<file path="src/hw/rtl/stma_pkg.sv">
`default_nettype none
// ----------------------------------------------------------------------------
// stma_pkg: shared types and constants of the sparse triplet merge-add core
// Payload structs, controller/datapath command and status bundles, codes.
// ----------------------------------------------------------------------------
package stma_pkg;

    localparam int COORD_W = 10;
    localparam int VAL_W   = 32;
    localparam int POS_W   = 7;
    localparam int DIM_W   = 11;
    localparam int CFG_IW  = 2;

    localparam logic [POS_W-1:0] POS_MAX = 7'd127;

    // status codes
    localparam logic [1:0] ST_OK       = 2'd0;
    localparam logic [1:0] ST_MISMATCH = 2'd1;
    localparam logic [1:0] ST_OVERFLOW = 2'd2;

    // configuration register indexes
    localparam logic [CFG_IW-1:0] CFG_ROWS_FIRST  = 2'd0;
    localparam logic [CFG_IW-1:0] CFG_COLS_FIRST  = 2'd1;
    localparam logic [CFG_IW-1:0] CFG_ROWS_SECOND = 2'd2;
    localparam logic [CFG_IW-1:0] CFG_COLS_SECOND = 2'd3;

    typedef struct packed {
        logic                     mode;
        logic                     has_entry;
        logic [COORD_W-1:0]       row_index;
        logic [COORD_W-1:0]       col_index;
        logic signed [VAL_W-1:0]  entry_value;
        logic                     list_end;
    } t_item;

    typedef struct packed {
        logic [COORD_W-1:0]       out_row;
        logic [COORD_W-1:0]       out_col;
        logic signed [VAL_W-1:0]  out_value;
        logic [POS_W-1:0]         out_position;
        logic [1:0]               out_status;
        logic                     out_last;
    } t_result;

    // what the datapath places in the result register
    typedef enum logic [2:0] {
        EMIT_NONE     = 3'd0,
        EMIT_STORED   = 3'd1,
        EMIT_INPUT    = 3'd2,
        EMIT_SUM      = 3'd3,
        EMIT_EMPTY    = 3'd4,
        EMIT_MISMATCH = 3'd5
    } t_emit;

    typedef struct packed {
        logic  take;      // latch the accepted second-list beat
        logic  store_wr;  // append a first-list beat to the store
        t_emit emit;
        logic  adv;       // advance the store read pointer
        logic  last;      // mark the emitted result as final
        logic  clear;     // drop all merge state
    } t_cmd;

    typedef struct packed {
        logic mismatch;     // matrix dimensions differ
        logic avail;        // a stored entry remains at the read pointer
        logic lt;           // stored key below the held key
        logic eq;           // stored key equal to the held key
        logic last_stored;  // read pointer sits on the final stored entry
    } t_sts;

endpackage
`default_nettype wire

</file>
<file path="src/hw/rtl/stma_ctrl.sv">
`default_nettype none
// ----------------------------------------------------------------------------
// stma_ctrl: merge sequencer
// Decides per cycle whether to emit a stored entry, the held entry, a sum or a status-only result.
// ----------------------------------------------------------------------------
module stma_ctrl (
    input  wire           i_clk,
    input  wire           i_rst_n,
    input  wire           i_start,
    input  wire           i_mode,
    input  wire           i_has,
    input  wire           i_end,
    input  stma_pkg::t_sts i_sts,
    output stma_pkg::t_cmd o_cmd,
    output logic          o_busy
);
    import stma_pkg::*;

    typedef enum logic [2:0] {
        S_IDLE  = 3'b001,
        S_FETCH = 3'b010,
        S_CMP   = 3'b100
    } t_state;

    t_state r_state, n_state;
    logic   r_has, r_end, r_placed;
    logic   n_has, n_end, n_placed;
    logic   pend, eq_hit, rem;
    t_cmd   cmd;

    assign pend   = r_has && !r_placed;
    assign eq_hit = i_sts.avail && i_sts.eq;
    assign rem    = eq_hit ? !i_sts.last_stored : i_sts.avail;

    always_comb begin
        n_state  = r_state;
        n_has    = r_has;
        n_end    = r_end;
        n_placed = r_placed;
        cmd      = '0;
        cmd.emit = EMIT_NONE;
        case (r_state)
            S_IDLE: begin
                if (i_start) begin
                    if (!i_mode) begin
                        cmd.store_wr = 1'b1;
                    end else if (i_sts.mismatch) begin
                        if (i_end) begin
                            cmd.emit  = EMIT_MISMATCH;
                            cmd.last  = 1'b1;
                            cmd.clear = 1'b1;
                        end
                    end else begin
                        cmd.take = 1'b1;
                        n_has    = i_has;
                        n_end    = i_end;
                        n_placed = 1'b0;
                        n_state  = S_FETCH;
                    end
                end
            end
            S_FETCH: begin
                n_state = S_CMP;
            end
            S_CMP: begin
                if (pend && i_sts.avail && i_sts.lt) begin
                    cmd.emit = EMIT_STORED;
                    cmd.adv  = 1'b1;
                    n_state  = S_FETCH;
                end else if (pend) begin
                    cmd.emit = eq_hit ? EMIT_SUM : EMIT_INPUT;
                    cmd.adv  = eq_hit;
                    n_placed = 1'b1;
                    if (!r_end) begin
                        n_state = S_IDLE;
                    end else if (!rem) begin
                        cmd.last  = 1'b1;
                        cmd.clear = 1'b1;
                        n_state   = S_IDLE;
                    end else begin
                        n_state = eq_hit ? S_FETCH : S_CMP;
                    end
                end else if (r_end) begin
                    if (i_sts.avail) begin
                        cmd.emit = EMIT_STORED;
                        cmd.adv  = 1'b1;
                        if (i_sts.last_stored) begin
                            cmd.last  = 1'b1;
                            cmd.clear = 1'b1;
                            n_state   = S_IDLE;
                        end else begin
                            n_state = S_FETCH;
                        end
                    end else begin
                        cmd.emit  = EMIT_EMPTY;
                        cmd.last  = 1'b1;
                        cmd.clear = 1'b1;
                        n_state   = S_IDLE;
                    end
                end else begin
                    n_state = S_IDLE;
                end
            end
            default: begin
                n_state = S_IDLE;
            end
        endcase
    end

    always_ff @(posedge i_clk) begin
        if (!i_rst_n) begin
            r_state  <= S_IDLE;
            r_has    <= 1'b0;
            r_end    <= 1'b0;
            r_placed <= 1'b0;
        end else begin
            r_state  <= n_state;
            r_has    <= n_has;
            r_end    <= n_end;
            r_placed <= n_placed;
        end
    end

    assign o_cmd  = cmd;
    assign o_busy = (r_state != S_IDLE);

endmodule
`default_nettype wire

</file>
<file path="src/hw/rtl/stma_dp.sv">
`default_nettype none
// ----------------------------------------------------------------------------
// stma_dp: merge datapath
// Dimension registers, first-list store, key compare, adder, result register.
// ----------------------------------------------------------------------------
module stma_dp #(
    parameter int LIST_DEPTH = 32,
    parameter int VALUE_BITS = 32
) (
    input  wire                              i_clk,
    input  wire                              i_rst_n,
    input  wire                              i_cfg_we,
    input  wire [stma_pkg::CFG_IW-1:0]       i_cfg_index,
    input  wire [stma_pkg::DIM_W-1:0]        i_cfg_data,
    input  stma_pkg::t_item                  i_item,
    input  stma_pkg::t_cmd                   i_cmd,
    output stma_pkg::t_sts                   o_sts,
    output logic                             o_result_strobe,
    output stma_pkg::t_result                o_result
);
    import stma_pkg::*;

    localparam int CW = $clog2(LIST_DEPTH + 1);
    localparam int AW = (LIST_DEPTH > 1) ? $clog2(LIST_DEPTH) : 1;
    localparam int KW = 2 * COORD_W;
    localparam int EW = KW + VALUE_BITS;

    function automatic logic signed [VAL_W-1:0] sext(input logic signed [VALUE_BITS-1:0] v);
        return VAL_W'(v);
    endfunction

    logic [DIM_W-1:0]            r_dim [4];
    logic [EW-1:0]               r_mem [LIST_DEPTH];
    logic [EW-1:0]               r_rd;
    logic [COORD_W-1:0]          r_in_row, r_in_col;
    logic signed [VALUE_BITS-1:0] r_in_val;
    logic [CW-1:0]               r_count, r_ptr;
    logic [POS_W-1:0]            r_merged, n_merged;
    logic                        r_ovf;
    logic                        r_out_vld;
    t_result                     r_out, n_out;

    logic                        full;
    logic [KW-1:0]               key_st, key_in;
    logic [COORD_W-1:0]          rd_row, rd_col;
    logic signed [VALUE_BITS-1:0] rd_val, sum_val;
    logic [1:0]                  ok_status;
    logic                        counted;

    assign full    = (r_count == CW'(LIST_DEPTH));
    assign rd_row  = r_rd[EW-1 -: COORD_W];
    assign rd_col  = r_rd[VALUE_BITS +: COORD_W];
    assign rd_val  = r_rd[VALUE_BITS-1:0];
    assign key_st  = r_rd[EW-1 -: KW];
    assign key_in  = {r_in_row, r_in_col};
    assign sum_val = rd_val + r_in_val;

    assign o_sts.mismatch    = (r_dim[CFG_ROWS_FIRST] != r_dim[CFG_ROWS_SECOND]) ||
                               (r_dim[CFG_COLS_FIRST] != r_dim[CFG_COLS_SECOND]);
    assign o_sts.avail       = (r_ptr < r_count);
    assign o_sts.lt          = (key_st < key_in);
    assign o_sts.eq          = (key_st == key_in);
    assign o_sts.last_stored = ((r_ptr + CW'(1)) == r_count);

    assign ok_status = r_ovf ? ST_OVERFLOW : ST_OK;
    assign n_merged  = (r_merged == POS_MAX) ? r_merged : r_merged + POS_W'(1);
    assign counted   = (i_cmd.emit == EMIT_STORED) || (i_cmd.emit == EMIT_INPUT) ||
                       (i_cmd.emit == EMIT_SUM);

    always_comb begin
        n_out          = '0;
        n_out.out_last = i_cmd.last;
        case (i_cmd.emit)
            EMIT_STORED: begin
                n_out.out_row      = rd_row;
                n_out.out_col      = rd_col;
                n_out.out_value    = sext(rd_val);
                n_out.out_position = n_merged;
                n_out.out_status   = ok_status;
            end
            EMIT_INPUT: begin
                n_out.out_row      = r_in_row;
                n_out.out_col      = r_in_col;
                n_out.out_value    = sext(r_in_val);
                n_out.out_position = n_merged;
                n_out.out_status   = ok_status;
            end
            EMIT_SUM: begin
                n_out.out_row      = r_in_row;
                n_out.out_col      = r_in_col;
                n_out.out_value    = sext(sum_val);
                n_out.out_position = n_merged;
                n_out.out_status   = ok_status;
            end
            EMIT_EMPTY: begin
                n_out.out_status = ok_status;
            end
            EMIT_MISMATCH: begin
                n_out.out_status = ST_MISMATCH;
            end
            default: begin
                n_out = '0;
            end
        endcase
    end

    // store: one write port at the fill count, one registered read at the pointer
    always_ff @(posedge i_clk) begin
        if (i_cmd.store_wr && i_item.has_entry && !full) begin
            r_mem[r_count[AW-1:0]] <= {i_item.row_index, i_item.col_index,
                                       i_item.entry_value[VALUE_BITS-1:0]};
        end
        r_rd <= r_mem[r_ptr[AW-1:0]];
    end

    always_ff @(posedge i_clk) begin
        if (i_cmd.take) begin
            r_in_row <= i_item.row_index;
            r_in_col <= i_item.col_index;
            r_in_val <= i_item.entry_value[VALUE_BITS-1:0];
        end
        if (i_cmd.emit != EMIT_NONE) begin
            r_out <= n_out;
        end
    end

    always_ff @(posedge i_clk) begin
        if (!i_rst_n) begin
            for (int i = 0; i < 4; i++) begin
                r_dim[i] <= '0;
            end
            r_count   <= '0;
            r_ptr     <= '0;
            r_merged  <= '0;
            r_ovf     <= 1'b0;
            r_out_vld <= 1'b0;
        end else begin
            if (i_cfg_we) begin
                r_dim[i_cfg_index] <= i_cfg_data;
            end
            if (i_cmd.store_wr && i_item.has_entry) begin
                if (full) begin
                    r_ovf <= 1'b1;
                end else begin
                    r_count <= r_count + CW'(1);
                end
            end
            if (i_cmd.adv) begin
                r_ptr <= r_ptr + CW'(1);
            end
            if (counted) begin
                r_merged <= n_merged;
            end
            r_out_vld <= (i_cmd.emit != EMIT_NONE);
            if (i_cmd.clear) begin
                r_count  <= '0;
                r_ptr    <= '0;
                r_merged <= '0;
                r_ovf    <= 1'b0;
            end
        end
    end

    assign o_result_strobe = r_out_vld;
    assign o_result        = r_out;

endmodule
`default_nettype wire

</file>
<file path="src/hw/rtl/sparse_triplet_merge_add_core.sv">
`default_nettype none
// ----------------------------------------------------------------------------
// sparse_triplet_merge_add_core: sparse matrix addition by triplet merge
// Adds two row-major sorted (row, column, value) lists into one merged list.
// ----------------------------------------------------------------------------
// Usage: write the four dimension registers while the core is idle, then
// stream first-list beats (mode 0), each taken without leaving idle and
// appended to a LIST_DEPTH-entry store (excess beats are dropped and every
// later result but a mismatch one carries the overflow status). Then stream
// second-list beats (mode 1). Each one is accepted, then holds the core in a
// fetch state and a compare state, with busy high in those two. Every stored
// entry with a smaller key emitted ahead of it adds a fetch and a compare;
// an equal key is summed in the compare state. The final beat of the second
// list also flushes the store, a fetch and a compare per remaining stored
// entry, except the first, which needs only a compare when the held entry
// matched no stored key and no step of its own when the beat carries no
// entry, since it is already fetched. Steps pair a fetch with a compare as
// the store's read port is registered: the fetch reads the entry at the read
// pointer, the compare compares keys, adds and emits. Second-list beats under
// mismatched dimensions do not hold the core. Each result is qualified by
// o_result_strobe, high for exactly one cycle; the receiver cannot stall
// them, so it must take every strobed beat. The final result of a merge has
// out_last set and clears the store for the next pair of lists. With
// mismatched dimensions second-list beats yield nothing until the final one,
// which yields a single status-only result. The store needs no clearing pass.
// ----------------------------------------------------------------------------
module sparse_triplet_merge_add_core #(
    parameter int LIST_DEPTH = 32,
    parameter int VALUE_BITS = 32
) (
    input  wire                         i_clk,
    input  wire                         i_rst_n,
    input  wire                         i_cfg_we,
    input  wire [stma_pkg::CFG_IW-1:0]  i_cfg_index,
    input  wire [stma_pkg::DIM_W-1:0]   i_cfg_data,
    input  wire                         start,
    output logic                        busy,
    input  stma_pkg::t_item             i_item,
    output logic                        o_result_strobe,
    output stma_pkg::t_result           o_result
);
    import stma_pkg::*;

    t_cmd w_cmd;
    t_sts w_sts;

    // sequencer: accepts beats, walks the store, issues one emit per step
    stma_ctrl u_ctrl (
        .i_clk   (i_clk),
        .i_rst_n (i_rst_n),
        .i_start (start),
        .i_mode  (i_item.mode),
        .i_has   (i_item.has_entry),
        .i_end   (i_item.list_end),
        .i_sts   (w_sts),
        .o_cmd   (w_cmd),
        .o_busy  (busy)
    );

    // datapath: dimension check, store, compare, add, result register
    stma_dp #(
        .LIST_DEPTH (LIST_DEPTH),
        .VALUE_BITS (VALUE_BITS)
    ) u_dp (
        .i_clk           (i_clk),
        .i_rst_n         (i_rst_n),
        .i_cfg_we        (i_cfg_we),
        .i_cfg_index     (i_cfg_index),
        .i_cfg_data      (i_cfg_data),
        .i_item          (i_item),
        .i_cmd           (w_cmd),
        .o_sts           (w_sts),
        .o_result_strobe (o_result_strobe),
        .o_result        (o_result)
    );

    // a stored entry is emitted only while one remains under the pointer
    a_stored_avail: assert property (@(posedge i_clk) disable iff (!i_rst_n)
        (w_cmd.emit == EMIT_STORED) |-> w_sts.avail)
        else $error("stored entry emitted past fill count");

    // the final result leaves the core idle and ready for the next list
    a_last_idle: assert property (@(posedge i_clk) disable iff (!i_rst_n)
        (o_result_strobe && o_result.out_last) |-> !busy)
        else $error("core still busy after final result");

    // only the final result may carry position zero
    a_pos_zero: assert property (@(posedge i_clk) disable iff (!i_rst_n)
        (o_result_strobe && (o_result.out_position == '0)) |-> o_result.out_last)
        else $error("non-final result without a position");

    // the store is written only from idle
    a_store_idle: assert property (@(posedge i_clk) disable iff (!i_rst_n)
        busy |-> !w_cmd.store_wr)
        else $error("store written during a merge step");

endmodule
`default_nettype wire
</file>
<file path="config.mk">
export PLATFORM = sky130hd
export DESIGN_NAME = sparse_triplet_merge_add_core
export DESIGN_NICKNAME = d
export VERILOG_FILES = /design/src/hw/rtl/stma_pkg.sv /design/src/hw/rtl/stma_ctrl.sv /design/src/hw/rtl/stma_dp.sv /design/src/hw/rtl/sparse_triplet_merge_add_core.sv
export SDC_FILE = /design/constraint.sdc
export NUM_CORES = 2
export LEC_CHECK = 0
export BUFFER_PORTS_ARGS = -buffer_cell sky130_fd_sc_hd__clkbuf_2
export CAP_MARGIN = 20
export CORE_UTILIZATION = 32
export DETAILED_ROUTE_END_ITERATION = 6
export PLACE_DENSITY_LB_ADDON = 0.3
export SLEW_MARGIN = 20
export SYNTH_ARGS = -nofsm -noshare
export SYNTH_HDL_FRONTEND = slang
export SYNTH_SLANG_ARGS = --single-unit
</file>
<file path="constraint.sdc">
create_clock -name i_clk -period 5.3 [get_ports i_clk]
set_input_delay 0.53 -clock i_clk [delete_from_list [all_inputs] [get_ports i_clk]]
set_output_delay 0.53 -clock i_clk [all_outputs]
set_load 0.02 [all_outputs]
</file>
==> results.yml <==
power:
  combPwrFrac_pct: 1.8
  pwr_density_cell_nw_per_um2: 355
  internal_power_mw: 24.0
  ir_drop_v: 0.000246
  p_leak_nw: 26.0
  p_sw_share_pct: 20.4
  power_switching_mw: 6.15
  clockPowerShare_pct: 43.2
  p_total_mw: 30.1
  power_frac_seq_pct: 54.9
synthesis:
  avgSynthCellArea_um2: 22.4
  synth_fp_nets: 3443
  synth-xor-area-share_pct: 0.805
  synth_edf_count: 1822
  synth_area_leaders: "edfxtp_1 (74%), mux4_2 (16%), dfxtp_1 (2.1%), ha_1 (1.1%), mux2_2 (0.79%)"
  ys_seq_area_share_pct: 76.1
  synth_cell_type_count: 76
  synth_fa_ha_area_share_pct: 1.09
  synthSimpleGateAreaFrac_pct: 1.93
  netlist_area_um2: 74000
  synth_cells: 3307
  yosys_most_used_dff: "edfxtp_1"
  synth_top_family_by_area: "multiplexers"
  yosysTopAreaCellShare_pct: 74.0
  synth_compound_area_share_pct: 2.21
  async_reset_ff_share_pct: 0
  synth_warnings: 0
  yosysTopAreaCell: "edfxtp_1"
  synth_seq_cells: 1901
  muxShareOfSynthArea_pct: 16.7
clocking:
  cts_buffers: 192
  clk_pin_slew_ns: 0.06
  cts.sinks: 1901
  cts_tree: "done"
  clockBufferDepth: 3
  h-tree-depth: 4
  root_buffer: "clkbuf_16"
  cts_resized: 0
  clk_latency_ns: 0.82
detailed_routing:
  firstDrtPassIters: 7
  wirelength_mm: 189
  viasPerCell: 5.12
  vias: 34725
  drcViolationCount: 0
  ant_nets: 0
  wl_per_cell_um: 27.9
  drtIter0Drc: 3790
floorplan:
  chipWidth_um: 483
  core_area_um2: 230000
  rows: 176
  die-area_um2: 233000
  start_util_pct: 32.2
  ioPinCount: 136
  fp.dieH_um: 483
grt:
  grt-ovfl-total: 0
  grt_pass1_vias: 35602
  grt_pass1_wl_mm: 269
  antenna_found_initial: 20
  met1_usage_pct: 21.7
  grt.met2_usage_pct: 26.7
  grt_use_met3_pct: 3.10
  gr-usage-all-layers_pct: 16.2
  busiest_layer: "met2"
  grt_max_degree: 144
sta:
  slew_headroom_pct: 23.7
  tns_ns: 0
  period_needed_ns: 4.10
  skew_ns: 0.0305
  post-route-period-util_pct: 77.4
  rsz0062_at_grt: "no"
  fmax_mhz: 244
  worstMarginPinSlew_ns: 1.14
  hold_slack_ns: 0.0835
  finalHoldViolCount: 0
  setup_violations: 0
  maxSlewViolCount: 0
setup_path:
  path_delay_family: "simple AND/OR/NAND/NOR gates"
  startpoint_type: "flop"
  max_stage_delay_ns: 0.85
  worst_path_max_delay_cell: "nor2_4"
  worst_ep_arrival_time_ns: 4.58
  critPathKind: "flop to flop"
  crit_required_ns: 5.78
  worstPathCellList: "nor3b_1 > inv_1 > nor3_1 > inv_1 > a31oi_2 > nand2_1 > nor2_4 > buf_4"
  crit_top_cell: "inv_1"
  worst-path-max-fanout: 20
  cp-end-kind: "flop"
  cp.depth: 8
  worst-path-buf-inv: 3
  r2r_cells: 8
run:
  maxCapViolations: 0
layout:
  finalNonFillerCells: 6780
  area_growth_syn_to_layout_pct: 15.0
  postLayoutCellArea_um2: 85000
  layout.nets: 3721
  drive_above_1_share_pct: 30.3
  fill_cells: 20823
hold_path:
  hold_depth: 2
  hold_path_class: "primary input to flop"
placed_design:
  port_buffers: 135
  place_congestion: 0.777
  place_area_um2: 78900
  dp_hpwl_mm: 110
  placed_cells: 6408
status:
  status: "finished, final reports clean"
==> logic make-up (layout without fill, tap and decap cells) <==
kind of cell,count (synthesis),after routing
xor+xnor,68,68
fa+ha+maj,64,64
mux,576,576
simple gates,288,288
buf+inv,195,637
compound gates,215,215
other cells,0,5
flops,1901,1901
==> flip-flops by register name, indices dropped and copies added (netlist names), 7 cells and up <==
signal,count
u_dp.r_in_val,32
u_dp.r_merged,7
u_dp.r_mem,1664
u_dp.r_rd,52
u_dp.o_result,62
u_dp.r_in_row,10
u_dp.r_in_col,10
u_dp.r_dim,44
==> power by group through the flow <==
stage	Combinational [mW]	Sequential [mW]	Clock, mW
after floorplan	0.170	16.9	0
after global placement	0.550	16.9	0
after detailed placement	0.564	16.9	0
after CTS	0.570	16.6	13.3
after global routing	0.605	16.6	13.9
final	0.556	16.6	13.0
==> timing repair <==
item,4_1_cts,5_1_grt
setup endpoints to repair,0,0
hold buffers,9,0
setup buffers,0,0
hold endpoints to repair,19,0
==> worst register-to-register path: stages, from the launching register on <==
cell	delay (ns)
dfxtp_1	0.39
nor3b_1	0.42
inv_1	0.15
nor3_1	0.49
inv_1	0.14
a31oi_2	0.35
nand2_1	0.56
nor2_4	0.85
buf_4	0.42
==> cell type report <==
cell class                      count  area (um2)  share of cell area, %
Sequential cell                  1901       56300                   66.2
Multi-Input combinational cell   1211       17100                   20.1
Clock buffer                      255        5240                   6.16
Tap cell                         3026        3790                   4.45
Timing Repair Buffer              235        1670                   1.97
Clock inverter                    103         795                  0.934
Inverter                           44         166                  0.196
Antenna cell                        5        12.5                 0.0147
==> final timing paths <==
path | startpoint | end | slack (ns)
worst max-delay path | u_ctrl.r_state[0]$_SDFFE_PN1P_ | u_dp.r_mem[9][15]$_DFFE_PP_ | 1.20
worst min-delay path | i_cfg_data[8] | u_dp.r_dim[2][8]$_SDFFCE_PN0P_ | 0.08
worst min register to register | u_dp.r_merged[6]$_SDFFE_PP0P_ | u_dp.r_merged[6]$_SDFFE_PP0P_ | 0.51
worst max register to register | u_ctrl.r_state[0]$_SDFFE_PN1P_ | u_dp.r_mem[9][15]$_DFFE_PP_ | 1.20
==> cell usage after synthesis (all sizes together), types with 4 or more instances <==
| master | n |
|---|---|
| xor2 | 18 |
| a211oi | 10 |
| a21oi | 40 |
| nand3 | 26 |
| a31oi | 7 |
| a21o | 22 |
| nor3 | 18 |
| buf | 77 |
| and3 | 19 |
| inv | 43 |
| mux4 | 520 |
| edfxtp | 1822 |
| dfxtp | 79 |
| o21ai | 34 |
| a221o | 10 |
| nand2 | 53 |
| mux2 | 52 |
| clkbuf | 74 |
| a22o | 21 |
| nor2 | 87 |
| a311oi | 4 |
| and2 | 40 |
| o211ai | 14 |
| ha | 63 |
| a22oi | 14 |
| xnor2 | 50 |
| nor2b | 7 |
| nor4 | 6 |
| o21a | 6 |
| mux2i | 4 |
| nand2b | 5 |
| a222oi | 4 |
| or3 | 7 |
| nand4 | 11 |
==> metrics by stage <==
stage / setup WS [ns] / utilization (%)
floorplan: 0.878 / -
global placement: 1.28 / 34.3
detailed placement: 1.21 / 34.3
CTS: 1.17 / 37.0
global route: 0.827 / 37.0
finish: 1.20 / 37.0
==> cells in the final DEF (no fill, tap or decap), types with 40 or more instances in the layout <==
master	n
clkbuf_2	135
xnor2_1	50
edfxtp_1	1822
clkbuf_16	196
clkbuf_1	48
nor2_1	55
ha_1	63
clkinv_2	42
mux4_2	520
and2_1	40
dfxtp_1	74
inv_1	42
nand2_1	52
mux2_2	52
buf_4	73
==> layer usage <==
metal / up-vias / wire length, um
met2: 1062 / 93300
li1: 14537 / -
met1: 18843 / 79100
met5: - / 95
met4: 18 / 5080
met3: 265 / 11400
(Power assumes the default switching activity.)
